<file path="src/eav_pkg.sv">
// ---------------------------------------------------------------------------
// eav_pkg
// Shared widths, codes, controller states and the command and status
// bundles of the accelerated encoder value block.
// ---------------------------------------------------------------------------
package eav_pkg;

    // saturation width of the running sum
    localparam int VALUE_WIDTH = 32;

    localparam int DATA_W    = 32;              // value, position, limits
    localparam int STEP_W    = 31;              // step size
    localparam int RATIO_W   = 8;
    localparam int GAP_W     = 16;
    localparam int CFG_IDX_W = 2;
    localparam int MUL_A_W   = 16;              // narrow multiplier operand
    localparam int MUL_P_W   = MUL_A_W + STEP_W;
    localparam int CAP_W     = MUL_P_W + 1;
    localparam int MAG_W     = DATA_W + STEP_W; // |delta| * step
    localparam int PROD_W    = MAG_W + 1;       // signed product
    localparam int SUM_W     = PROD_W + 1;      // value plus product
    localparam int DIV_STEPS = STEP_W;
    localparam int DIV_CNT_W = $clog2(DIV_STEPS);
    localparam int M_DATA_W  = 64;

    localparam logic signed [SUM_W-1:0] SAT_HI =
        {{(SUM_W-VALUE_WIDTH+1){1'b0}}, {(VALUE_WIDTH-1){1'b1}}};
    localparam logic signed [SUM_W-1:0] SAT_LO = ~SAT_HI;

    localparam logic signed [DATA_W-1:0] MIN_VALUE_RST   = '0;
    localparam logic signed [DATA_W-1:0] MAX_VALUE_RST   = DATA_W'(10000);
    localparam logic [RATIO_W-1:0]       ACCEL_RATIO_RST = RATIO_W'(5);
    localparam logic [GAP_W-1:0]         ACCEL_GAP_RST   = GAP_W'(10);
    localparam logic [RATIO_W-1:0]       RATIO_MIN_DIV   = RATIO_W'(2);

    typedef enum logic [CFG_IDX_W-1:0] {
        REG_MIN_VALUE,
        REG_MAX_VALUE,
        REG_ACCEL_RATIO,
        REG_ACCEL_GAP
    } cfg_reg_t;

    typedef enum logic {
        OP_POSITION,
        OP_TICK
    } opcode_t;

    typedef enum logic [1:0] {
        MUL_DIFF_LO,
        MUL_DIFF_HI,
        MUL_GAP,
        MUL_RATIO
    } mul_sel_t;

    typedef enum logic [3:0] {
        ST_IDLE,
        ST_POS_DIFF,
        ST_POS_MUL_LO,
        ST_POS_MUL_HI,
        ST_POS_ACC,
        ST_POS_SIGN,
        ST_POS_SUM,
        ST_POS_CLAMP,
        ST_TICK_MOVE,
        ST_TICK_GAP,
        ST_TICK_CAP,
        ST_TICK_LOW,
        ST_DIV,
        ST_DIV_END,
        ST_TICK_END,
        ST_OUT
    } state_t;

    typedef struct packed {
        logic     load_in;
        logic     load_diff;
        logic     mul_en;
        mul_sel_t mul_sel;
        logic     acc_lo;
        logic     acc_hi;
        logic     sign;
        logic     sum;
        logic     clamp;
        logic     move;
        logic     cap;
        logic     div_init;
        logic     div_step;
        logic     div_end;
        logic     tick_end;
        logic     load_out;
    } eav_cmd_t;

    typedef struct packed {
        logic same_pos;
        logic gap_exceeded;
        logic below_step;
        logic ratio_div;
        logic out_free;
    } eav_status_t;

endpackage

</file>
<file path="src/eav_ctrl.sv">
// ---------------------------------------------------------------------------
// eav_ctrl
// Sequencer for one item: position update or tick step adaptation, with a
// bit-serial division count, then hand-off to the output register.
// ---------------------------------------------------------------------------
module eav_ctrl (
    input  logic                 aclk,
    input  logic                 aresetn,
    input  logic                 s_tvalid,
    output logic                 s_tready,
    input  logic                 s_tuser,
    input  eav_pkg::eav_status_t status,
    output eav_pkg::eav_cmd_t    cmd
);
    import eav_pkg::*;

    state_t               state_reg, state_next;
    logic [DIV_CNT_W-1:0] cnt_reg, cnt_next;

    always_ff @(posedge aclk) begin
        if (!aresetn) begin
            state_reg <= ST_IDLE;
            cnt_reg   <= '0;
        end else begin
            state_reg <= state_next;
            cnt_reg   <= cnt_next;
        end
    end

    always_comb begin
        state_next = state_reg;
        cnt_next   = cnt_reg;
        cmd        = '0;
        s_tready   = 1'b0;
        case (state_reg)
            ST_IDLE: begin
                s_tready = 1'b1;
                if (s_tvalid) begin
                    cmd.load_in = 1'b1;
                    state_next  = (opcode_t'(s_tuser) == OP_TICK) ? ST_TICK_MOVE
                                                                   : ST_POS_DIFF;
                end
            end
            ST_POS_DIFF: begin
                cmd.load_diff = 1'b1;
                state_next    = status.same_pos ? ST_OUT : ST_POS_MUL_LO;
            end
            ST_POS_MUL_LO: begin
                cmd.mul_en  = 1'b1;
                cmd.mul_sel = MUL_DIFF_LO;
                state_next  = ST_POS_MUL_HI;
            end
            ST_POS_MUL_HI: begin
                cmd.mul_en  = 1'b1;
                cmd.mul_sel = MUL_DIFF_HI;
                cmd.acc_lo  = 1'b1;
                state_next  = ST_POS_ACC;
            end
            ST_POS_ACC: begin
                cmd.acc_hi = 1'b1;
                state_next = ST_POS_SIGN;
            end
            ST_POS_SIGN: begin
                cmd.sign   = 1'b1;
                state_next = ST_POS_SUM;
            end
            ST_POS_SUM: begin
                cmd.sum    = 1'b1;
                state_next = ST_POS_CLAMP;
            end
            ST_POS_CLAMP: begin
                cmd.clamp  = 1'b1;
                state_next = ST_OUT;
            end
            ST_TICK_MOVE: begin
                cmd.move    = 1'b1;
                cmd.mul_en  = 1'b1;
                cmd.mul_sel = MUL_GAP;
                state_next  = ST_TICK_GAP;
            end
            ST_TICK_GAP: begin
                cmd.mul_en  = 1'b1;
                cmd.mul_sel = MUL_RATIO;
                state_next  = status.gap_exceeded ? ST_TICK_CAP : ST_TICK_LOW;
            end
            ST_TICK_CAP: begin
                cmd.cap    = 1'b1;
                state_next = ST_TICK_LOW;
            end
            ST_TICK_LOW: begin
                if (status.below_step && status.ratio_div) begin
                    cmd.div_init = 1'b1;
                    cnt_next     = DIV_CNT_W'(DIV_STEPS - 1);
                    state_next   = ST_DIV;
                end else begin
                    state_next = ST_TICK_END;
                end
            end
            ST_DIV: begin
                cmd.div_step = 1'b1;
                if (cnt_reg == '0) begin
                    state_next = ST_DIV_END;
                end else begin
                    cnt_next = cnt_reg - DIV_CNT_W'(1);
                end
            end
            ST_DIV_END: begin
                cmd.div_end = 1'b1;
                state_next  = ST_TICK_END;
            end
            ST_TICK_END: begin
                cmd.tick_end = 1'b1;
                state_next   = ST_OUT;
            end
            ST_OUT: begin
                if (status.out_free) begin
                    cmd.load_out = 1'b1;
                    state_next   = ST_IDLE;
                end
            end
            default: begin
                state_next = ST_IDLE;
            end
        endcase
    end

endmodule

</file>
<file path="src/eav_dp.sv">
// ---------------------------------------------------------------------------
// eav_dp
// Datapath: settings registers, encoder state, shared 16 x 31 multiplier,
// saturate and clamp, serial divider and the output register.
// ---------------------------------------------------------------------------
module eav_dp (
    input  logic                          aclk,
    input  logic                          aresetn,
    input  logic                          cfg_valid,
    input  logic [eav_pkg::CFG_IDX_W-1:0] cfg_index,
    input  logic [eav_pkg::DATA_W-1:0]    cfg_data,
    input  logic [eav_pkg::DATA_W-1:0]    s_tdata,
    output logic                          m_tvalid,
    input  logic                          m_tready,
    output logic [eav_pkg::M_DATA_W-1:0]  m_tdata,
    output logic                          m_tuser,
    input  eav_pkg::eav_cmd_t             cmd,
    output eav_pkg::eav_status_t          status
);
    import eav_pkg::*;

    // settings
    logic signed [DATA_W-1:0] min_reg, min_next;
    logic signed [DATA_W-1:0] max_reg, max_next;
    logic [RATIO_W-1:0]       ratio_reg, ratio_next;
    logic [GAP_W-1:0]         gap_reg, gap_next;

    // encoder state
    logic signed [DATA_W-1:0] last_pos_reg, last_pos_next;
    logic signed [DATA_W-1:0] acc_reg, acc_next;
    logic [STEP_W-1:0]        step_reg, step_next;
    logic signed [DATA_W-1:0] vac_reg, vac_next;
    logic signed [DATA_W-1:0] vat_reg, vat_next;
    logic                     m_tvalid_reg, m_tvalid_next;

    // working registers
    logic signed [DATA_W-1:0] pos_reg, pos_next;
    logic                     neg_reg, neg_next;
    logic [DATA_W-1:0]        dmag_reg, dmag_next;
    logic [MUL_P_W-1:0]       prod_reg, prod_next;
    logic [MAG_W-1:0]         mag_reg, mag_next;
    logic signed [PROD_W-1:0] sprod_reg, sprod_next;
    logic signed [SUM_W-1:0]  sat_reg, sat_next;
    logic [DATA_W-1:0]        moved_reg, moved_next;
    logic [RATIO_W-1:0]       rem_reg, rem_next;
    logic [STEP_W-1:0]        quo_reg, quo_next;
    logic                     clamped_reg, clamped_next;
    logic [M_DATA_W-1:0]      out_data_reg, out_data_next;
    logic                     out_user_reg, out_user_next;

    // combinational intermediates
    logic                     diff_neg;
    logic [MUL_A_W-1:0]       mul_a;
    logic signed [SUM_W-1:0]  sum_wide, min_ext, max_ext, lo_val, final_val;
    logic                     lo_hit, hi_hit;
    logic signed [CAP_W-1:0]  cap_prod, cap_max, cap_val;
    logic [RATIO_W:0]         div_trial;
    logic                     div_bit;

    assign diff_neg = pos_reg < last_pos_reg;
    assign min_ext  = {{(SUM_W-DATA_W){min_reg[DATA_W-1]}}, min_reg};
    assign max_ext  = {{(SUM_W-DATA_W){max_reg[DATA_W-1]}}, max_reg};
    assign lo_hit   = sat_reg < min_ext;
    assign lo_val   = lo_hit ? min_ext : sat_reg;
    assign hi_hit   = lo_val > max_ext;
    assign final_val = hi_hit ? max_ext : lo_val;
    assign sum_wide = {{(SUM_W-DATA_W){acc_reg[DATA_W-1]}}, acc_reg}
                    + {sprod_reg[PROD_W-1], sprod_reg};
    assign cap_prod = {1'b0, prod_reg};
    assign cap_max  = {{(CAP_W-DATA_W){max_reg[DATA_W-1]}}, max_reg};
    assign cap_val  = (cap_prod > cap_max) ? cap_max : cap_prod;
    assign div_trial = {rem_reg, quo_reg[STEP_W-1]} - {1'b0, ratio_reg};
    assign div_bit   = !div_trial[RATIO_W];

    always_comb begin
        case (cmd.mul_sel)
            MUL_DIFF_LO: mul_a = dmag_reg[MUL_A_W-1:0];
            MUL_DIFF_HI: mul_a = dmag_reg[DATA_W-1:MUL_A_W];
            MUL_GAP:     mul_a = gap_reg;
            MUL_RATIO:   mul_a = MUL_A_W'(ratio_reg);
            default:     mul_a = '0;
        endcase
    end

    assign status.same_pos     = pos_reg == last_pos_reg;
    assign status.gap_exceeded = MUL_P_W'(moved_reg) > prod_reg;
    assign status.below_step   = moved_reg < DATA_W'(step_reg);
    assign status.ratio_div    = ratio_reg >= RATIO_MIN_DIV;
    assign status.out_free     = !m_tvalid_reg || m_tready;

    always_comb begin
        min_next      = min_reg;
        max_next      = max_reg;
        ratio_next    = ratio_reg;
        gap_next      = gap_reg;
        last_pos_next = last_pos_reg;
        acc_next      = acc_reg;
        step_next     = step_reg;
        vac_next      = vac_reg;
        vat_next      = vat_reg;
        pos_next      = pos_reg;
        neg_next      = neg_reg;
        dmag_next     = dmag_reg;
        prod_next     = prod_reg;
        mag_next      = mag_reg;
        sprod_next    = sprod_reg;
        sat_next      = sat_reg;
        moved_next    = moved_reg;
        rem_next      = rem_reg;
        quo_next      = quo_reg;
        clamped_next  = clamped_reg;
        out_data_next = out_data_reg;
        out_user_next = out_user_reg;
        m_tvalid_next = m_tvalid_reg && !m_tready;

        if (cfg_valid) begin
            case (cfg_reg_t'(cfg_index))
                REG_MIN_VALUE:   min_next   = cfg_data;
                REG_MAX_VALUE:   max_next   = cfg_data;
                REG_ACCEL_RATIO: ratio_next = cfg_data[RATIO_W-1:0];
                REG_ACCEL_GAP:   gap_next   = cfg_data[GAP_W-1:0];
                default:         min_next   = min_reg;
            endcase
        end

        if (cmd.load_in) begin
            pos_next     = s_tdata;
            clamped_next = 1'b0;
        end
        if (cmd.load_diff) begin
            neg_next  = diff_neg;
            dmag_next = diff_neg ? DATA_W'(last_pos_reg - pos_reg)
                                 : DATA_W'(pos_reg - last_pos_reg);
        end
        if (cmd.mul_en) begin
            prod_next = MUL_P_W'(mul_a) * MUL_P_W'(step_reg);
        end
        if (cmd.acc_lo) begin
            mag_next = MAG_W'(prod_reg);
        end
        if (cmd.acc_hi) begin
            mag_next = mag_reg + {prod_reg, {MUL_A_W{1'b0}}};
        end
        if (cmd.sign) begin
            sprod_next = neg_reg ? -$signed({1'b0, mag_reg}) : $signed({1'b0, mag_reg});
        end
        if (cmd.sum) begin
            if (sum_wide > SAT_HI) begin
                sat_next = SAT_HI;
            end else if (sum_wide < SAT_LO) begin
                sat_next = SAT_LO;
            end else begin
                sat_next = sum_wide;
            end
        end
        if (cmd.clamp) begin
            acc_next      = final_val[DATA_W-1:0];
            vac_next      = final_val[DATA_W-1:0];
            last_pos_next = pos_reg;
            clamped_next  = lo_hit || hi_hit;
            if (lo_hit || hi_hit) begin
                step_next = STEP_W'(1);
            end
        end
        if (cmd.move) begin
            moved_next = (vac_reg >= vat_reg) ? DATA_W'(vac_reg - vat_reg)
                                              : DATA_W'(vat_reg - vac_reg);
        end
        if (cmd.cap) begin
            step_next = (cap_val < CAP_W'(1)) ? STEP_W'(1) : cap_val[STEP_W-1:0];
        end
        if (cmd.div_init) begin
            rem_next = '0;
            quo_next = step_reg;
        end
        if (cmd.div_step) begin
            rem_next = div_bit ? div_trial[RATIO_W-1:0]
                               : {rem_reg[RATIO_W-2:0], quo_reg[STEP_W-1]};
            quo_next = {quo_reg[STEP_W-2:0], div_bit};
        end
        if (cmd.div_end) begin
            step_next = (quo_reg == '0) ? STEP_W'(1) : quo_reg;
        end
        if (cmd.tick_end) begin
            vat_next = vac_reg;
        end
        if (cmd.load_out) begin
            m_tvalid_next = 1'b1;
            out_data_next = {1'b0, step_reg, acc_reg};
            out_user_next = clamped_reg;
        end
    end

    always_ff @(posedge aclk) begin
        if (!aresetn) begin
            min_reg      <= MIN_VALUE_RST;
            max_reg      <= MAX_VALUE_RST;
            ratio_reg    <= ACCEL_RATIO_RST;
            gap_reg      <= ACCEL_GAP_RST;
            last_pos_reg <= '1;
            acc_reg      <= '0;
            step_reg     <= STEP_W'(1);
            vac_reg      <= '1;
            vat_reg      <= '1;
            m_tvalid_reg <= 1'b0;
        end else begin
            min_reg      <= min_next;
            max_reg      <= max_next;
            ratio_reg    <= ratio_next;
            gap_reg      <= gap_next;
            last_pos_reg <= last_pos_next;
            acc_reg      <= acc_next;
            step_reg     <= step_next;
            vac_reg      <= vac_next;
            vat_reg      <= vat_next;
            m_tvalid_reg <= m_tvalid_next;
        end
    end

    always_ff @(posedge aclk) begin
        pos_reg      <= pos_next;
        neg_reg      <= neg_next;
        dmag_reg     <= dmag_next;
        prod_reg     <= prod_next;
        mag_reg      <= mag_next;
        sprod_reg    <= sprod_next;
        sat_reg      <= sat_next;
        moved_reg    <= moved_next;
        rem_reg      <= rem_next;
        quo_reg      <= quo_next;
        clamped_reg  <= clamped_next;
        out_data_reg <= out_data_next;
        out_user_reg <= out_user_next;
    end

    assign m_tvalid = m_tvalid_reg;
    assign m_tdata  = out_data_reg;
    assign m_tuser  = out_user_reg;

`ifndef ASSERT_OFF
    // step size never drops to zero
    a_step_nonzero: assert property (@(posedge aclk) disable iff (!aresetn)
        step_reg != '0)
        else $error("step size reached zero");

    // a clamped position leaves the step at one
    a_clamp_step: assert property (@(posedge aclk) disable iff (!aresetn)
        cmd.clamp |=> (!clamped_reg || step_reg == STEP_W'(1)))
        else $error("clamp did not reset the step");

    // slowing down never grows the step
    a_div_shrinks: assert property (@(posedge aclk) disable iff (!aresetn)
        cmd.div_end |=> step_reg <= $past(step_reg))
        else $error("division raised the step");

    // a loaded result is offered on the next cycle
    a_load_out: assert property (@(posedge aclk) disable iff (!aresetn)
        cmd.load_out |=> m_tvalid)
        else $error("result not offered after load");
`endif

endmodule

</file>
<file path="src/encoder_accelerated_value.sv">
// ---------------------------------------------------------------------------
// encoder_accelerated_value
// One rotary encoder channel whose value moves by detent delta times an
// adaptive step; interval ticks speed the step up or slow it down.
// ---------------------------------------------------------------------------
//  channel  direction  handshake            payload
//  s_       in         s_tvalid / s_tready  s_tdata: position; s_tuser: opcode
//  m_       out        m_tvalid / m_tready  m_tdata: value, step_size; m_tuser: clamped
//  cfg_     in         cfg_valid/cfg_ready  cfg_index, cfg_data (always ready)
//
//  a position item runs through the difference, the two-pass 16 x 31 multiply
//  and the add, saturate and clamp stages before its result; an unchanged
//  count goes from the difference straight to the result
//  a tick item takes its longest path when the step is divided, through
//  the one-bit-per-cycle divider (31 steps)
//  the next item is accepted once the result sits in the output register,
//  even while the downstream side stalls it
//  aresetn is synchronous, active low; it restores the settings defaults and
//  the encoder state directly, no clearing pass
// ---------------------------------------------------------------------------
module encoder_accelerated_value (
    input  logic                          aclk,
    input  logic                          aresetn,
    // settings write channel
    input  logic                          cfg_valid,
    output logic                          cfg_ready,
    input  logic [eav_pkg::CFG_IDX_W-1:0] cfg_index,
    input  logic [eav_pkg::DATA_W-1:0]    cfg_data,
    // input items
    input  logic                          s_tvalid,
    output logic                          s_tready,
    input  logic [eav_pkg::DATA_W-1:0]    s_tdata,  // [31:0] position
    input  logic                          s_tuser,  // [0] opcode
    // result items
    output logic                          m_tvalid,
    input  logic                          m_tready,
    output logic [eav_pkg::M_DATA_W-1:0]  m_tdata,  // [31:0] value, [62:32] step_size, [63] zero
    output logic                          m_tuser   // [0] clamped
);
    import eav_pkg::*;

    eav_cmd_t    cmd;
    eav_status_t status;

    // settings writes are taken at any time
    assign cfg_ready = 1'b1;

    // sequencer: one item at a time
    eav_ctrl u_ctrl (
        .aclk     (aclk),
        .aresetn  (aresetn),
        .s_tvalid (s_tvalid),
        .s_tready (s_tready),
        .s_tuser  (s_tuser),
        .status   (status),
        .cmd      (cmd)
    );

    // arithmetic, state and the output register
    eav_dp u_dp (
        .aclk      (aclk),
        .aresetn   (aresetn),
        .cfg_valid (cfg_valid),
        .cfg_index (cfg_index),
        .cfg_data  (cfg_data),
        .s_tdata   (s_tdata),
        .m_tvalid  (m_tvalid),
        .m_tready  (m_tready),
        .m_tdata   (m_tdata),
        .m_tuser   (m_tuser),
        .cmd       (cmd),
        .status    (status)
    );

endmodule

</file>
<file path="config.mk">
export PLATFORM = sky130hd
export DESIGN_NAME = encoder_accelerated_value
export DESIGN_NICKNAME = d
export VERILOG_FILES = /design/src/eav_pkg.sv /design/src/eav_ctrl.sv /design/src/eav_dp.sv /design/src/encoder_accelerated_value.sv
export SDC_FILE = /design/constraint.sdc
export NUM_CORES = 2
export LEC_CHECK = 0
export BUFFER_PORTS_ARGS = -buffer_cell sky130_fd_sc_hd__buf_2
export CAP_MARGIN = 20
export CELL_PAD_IN_SITES_DETAIL_PLACEMENT = 1
export CELL_PAD_IN_SITES_GLOBAL_PLACEMENT = 1
export CORE_MARGIN = 2
export CORE_UTILIZATION = 40
export CTS_BUF_LIST = sky130_fd_sc_hd__clkbuf_8
export DETAILED_ROUTE_END_ITERATION = 8
export PLACE_DENSITY_LB_ADDON = 0.1
export SETUP_SLACK_MARGIN = 0.05
export SLEW_MARGIN = 40
export SYNTH_ARGS = -nofsm -noshare
export SYNTH_HDL_FRONTEND = slang
export SYNTH_HIERARCHICAL = 1
export SYNTH_SLANG_ARGS = --single-unit
</file>
<file path="constraint.sdc">
create_clock -name aclk -period 11 [get_ports aclk]
set_input_delay 0.55 -clock aclk [delete_from_list [all_inputs] [get_ports aclk]]
set_output_delay 0.55 -clock aclk [all_outputs]
set_load 0.05 [all_outputs]
</file>
==> flow_metrics.tcl <==
set metrics [dict create \
    status "completed" \
    yosysUniqueCellTypes 93 \
    largest_reg_flops 65 \
    synth_top_area_cell "edfxtp_1" \
    routed_wl_um 215700 \
    tritoncts "done" \
    cts-root-buf "clkbuf_8" \
    start_kind "flop" \
    ir_drop_mv 0.1115 \
    timing.final.crit_period_ps 9527 \
    slowest_stage "dfxtp_1" \
    max_freq_ghz 0.1050 \
    end_kind "flop" \
    setup_tns_ps 0 \
    drive_gt1_share_pct 7.526 \
    critical_path_class "reg2reg" \
    worstMarginPinSlew_ps 890.9 \
    core_sq_um 153900 \
    crit_top_cell "fa_1" \
    drtIter0Drc 2928 \
    max_cap_violations 0 \
    arrival_ps 10130 \
    timing.hold.ws_ps 122.1 \
    synth_top_area_share_pct 21.33 \
    cp_max_fo 22 \
    synth.area.top_cells "edfxtp_1, fa_1, ha_1" \
    rsz0062_at_grt "false" \
    min-delay-path-class "in2reg" \
    hold_violations 0 \
    async_reset_ff_share_pct 0 \
    max_stage_delay_ps 730 \
    yosysSeqAreaShare_pct 29.64 \
    maxSlewViolCount 0 \
    p_leak_nw 30.03 \
    via_per_inst 5.621 \
    cts_buffer_depth 3 \
    syn_nets 7915 \
    grt_max_degree 93 \
    yosys_warnings 6 \
    cts_resized 0 \
    cts_max_level 4 \
    drt-pass1-iter-count 9 \
    cp.required_ps 11600 \
    detail-route-antenna-nets 0 \
    netlist_area_sq_um 61940 \
    ios 140 \
    vias 51170 \
    ys.flop_type "edfxtp_1" \
    dieArea_sq_um 158000 \
    hpwl_um 165200 \
    clkTransAtPathRegs_ps 60 \
    die_w_um 397.5 \
    antenna_found_initial 4 \
    gr-total-overflow 0 \
    drc 0 \
    std_cell_rows 144 \
    die_h_um 397.5 \
    worstSkewPairLatency_ps 900 \
    io_buffers 137 \
    syn_to_final_growth_pct 10.50 \
    cts_made_buffers 137 \
    grt_pass1_wl_um 333200 \
    routedWlPerCell_um 23.69 \
    p_per_area_nw_per_um2 151.0 \
    finalCritPeriodShare_pct 86.61 \
    first_global_vias 54480 \
    postCtsSetupBuffers 0 \
    synth.avg_cell_area_sq_um 9.070 \
    synth_seq_cells 697 \
    relSlewSlack_pct 40.08 \
    synth_edf_count 440 \
    clock_skew_ps 75.44 \
    gp_congestion 0.9388 \
    netlist_instances 6829 \
    start_util_pct 40.26 \
    grt_usage_pct 27.35 \
    final_nets 8026 \
    cts.sinks 697 \
    hold_buffers 66 \
    setup_viol_count_final 0 \
]
[Yosys cell counts (all sizes together), types with 107 or more instances]
library cell,instances
edfxtp,440
dfxtp,257
nand4,107
xnor2,171
inv,803
nor2,300
nand2,800
ha,603
fa,411
o21ai,385
clkbuf,309
a21o,228
and2,237
a21oi,482
[through the flow]
| step | worst slack, ps | power [mW] | std cells | cell area [sq um] | util [%] |
|---|---|---|---|---|---|
| detailed placement | 1441 | 7.557 | 8779 | 64900 | 42.18 |
| global placement | 1643 | 7.451 | 8777 | 64850 | 42.14 |
| global route | 707.1 | 11.01 | 9101 | 68440 | 44.48 |
| finish | 1473 | 10.34 | 9104 | 68440 | 44.48 |
| floorplan | 2676 | 6.157 | 6829 | 61940 | - |
| CTS | 1397 | 10.44 | 9100 | 68410 | 44.46 |
[path summary, 6_finish.rpt]
check,from,end,slack (ps),cells after the start
max reg2reg,u_ctrl/state_reg[1],u_dp/prod_reg[46],1470,30
min,s_tvalid,u_ctrl/state_reg[3],120,3
min reg2reg,u_dp/gap_reg[0],u_dp/gap_reg[0],450,2
max,u_ctrl/state_reg[1],u_dp/prod_reg[46],1470,30
[worst max-delay path, delay by kind of cell, from the launching register on]
family,cells,cell delay [ps]
AO/OA/AOI/OAI,10,2220
flip-flops,1,730
adder cells (fa/ha/maj),7,3520
buffers and inverters,5,890
XOR/XNOR,2,350
AND/OR/NAND/NOR,6,1520
[layout by cell type (no fill, tap or decap), types with 66 or more instances in the layout]
cell	count
and2_1	234
o21a_1	69
nor2_1	293
xnor2_1	171
fa_1	411
o21ai_0	367
dlygate4sd3_1	66
a21oi_1	481
nand4_1	107
clkbuf_8	149
o211ai_1	105
a21o_1	228
inv_1	849
mux2i_1	67
ha_1	603
buf_2	138
nand2_1	800
xor2_1	81
edfxtp_1	440
nand3_1	85
dfxtp_1	257
buf_4	99
[kinds of logic after synthesis]
kind of cell / synth area share (%)
other: 0.01212
XOR/XNOR: 3.577
AO/OA/AOI/OAI: 17.77
adder cells (fa/ha/maj): 25.46
flip-flops: 29.64
AND/OR/NAND/NOR: 14.98
buffers and inverters: 6.949
multiplexers: 1.610
[routing by layer]
metal  track usage [%]  wire, um  up-vias
met5                 0         0        -
met4             9.125      7125        0
met3             3.436      8713      312
met2             45.12    100600      954
met1             37.04     99220    25940
li1                  -         -    23970
[area by class of cell]
class                      instances  area [sq um]
fill                           17820         85420
multi-input combinational       4995         39530
sequential                       697         18360
inverter                         804          3018
tap                             2044          2557
timing repair buffer             305          2117
clock buffer                     149          2051
clock inverter                   106         803.3
antenna                            4         10.01
[where the power goes]
group	switching [mW]	total, mW	internal, mW
Sequential	0.418	3.60	3.19
Clock	1.30	2.79	1.49
Combinational	2.53	3.94	1.41
Total	4.25	10.3	6.09
Power figures use the tool's default switching activity.
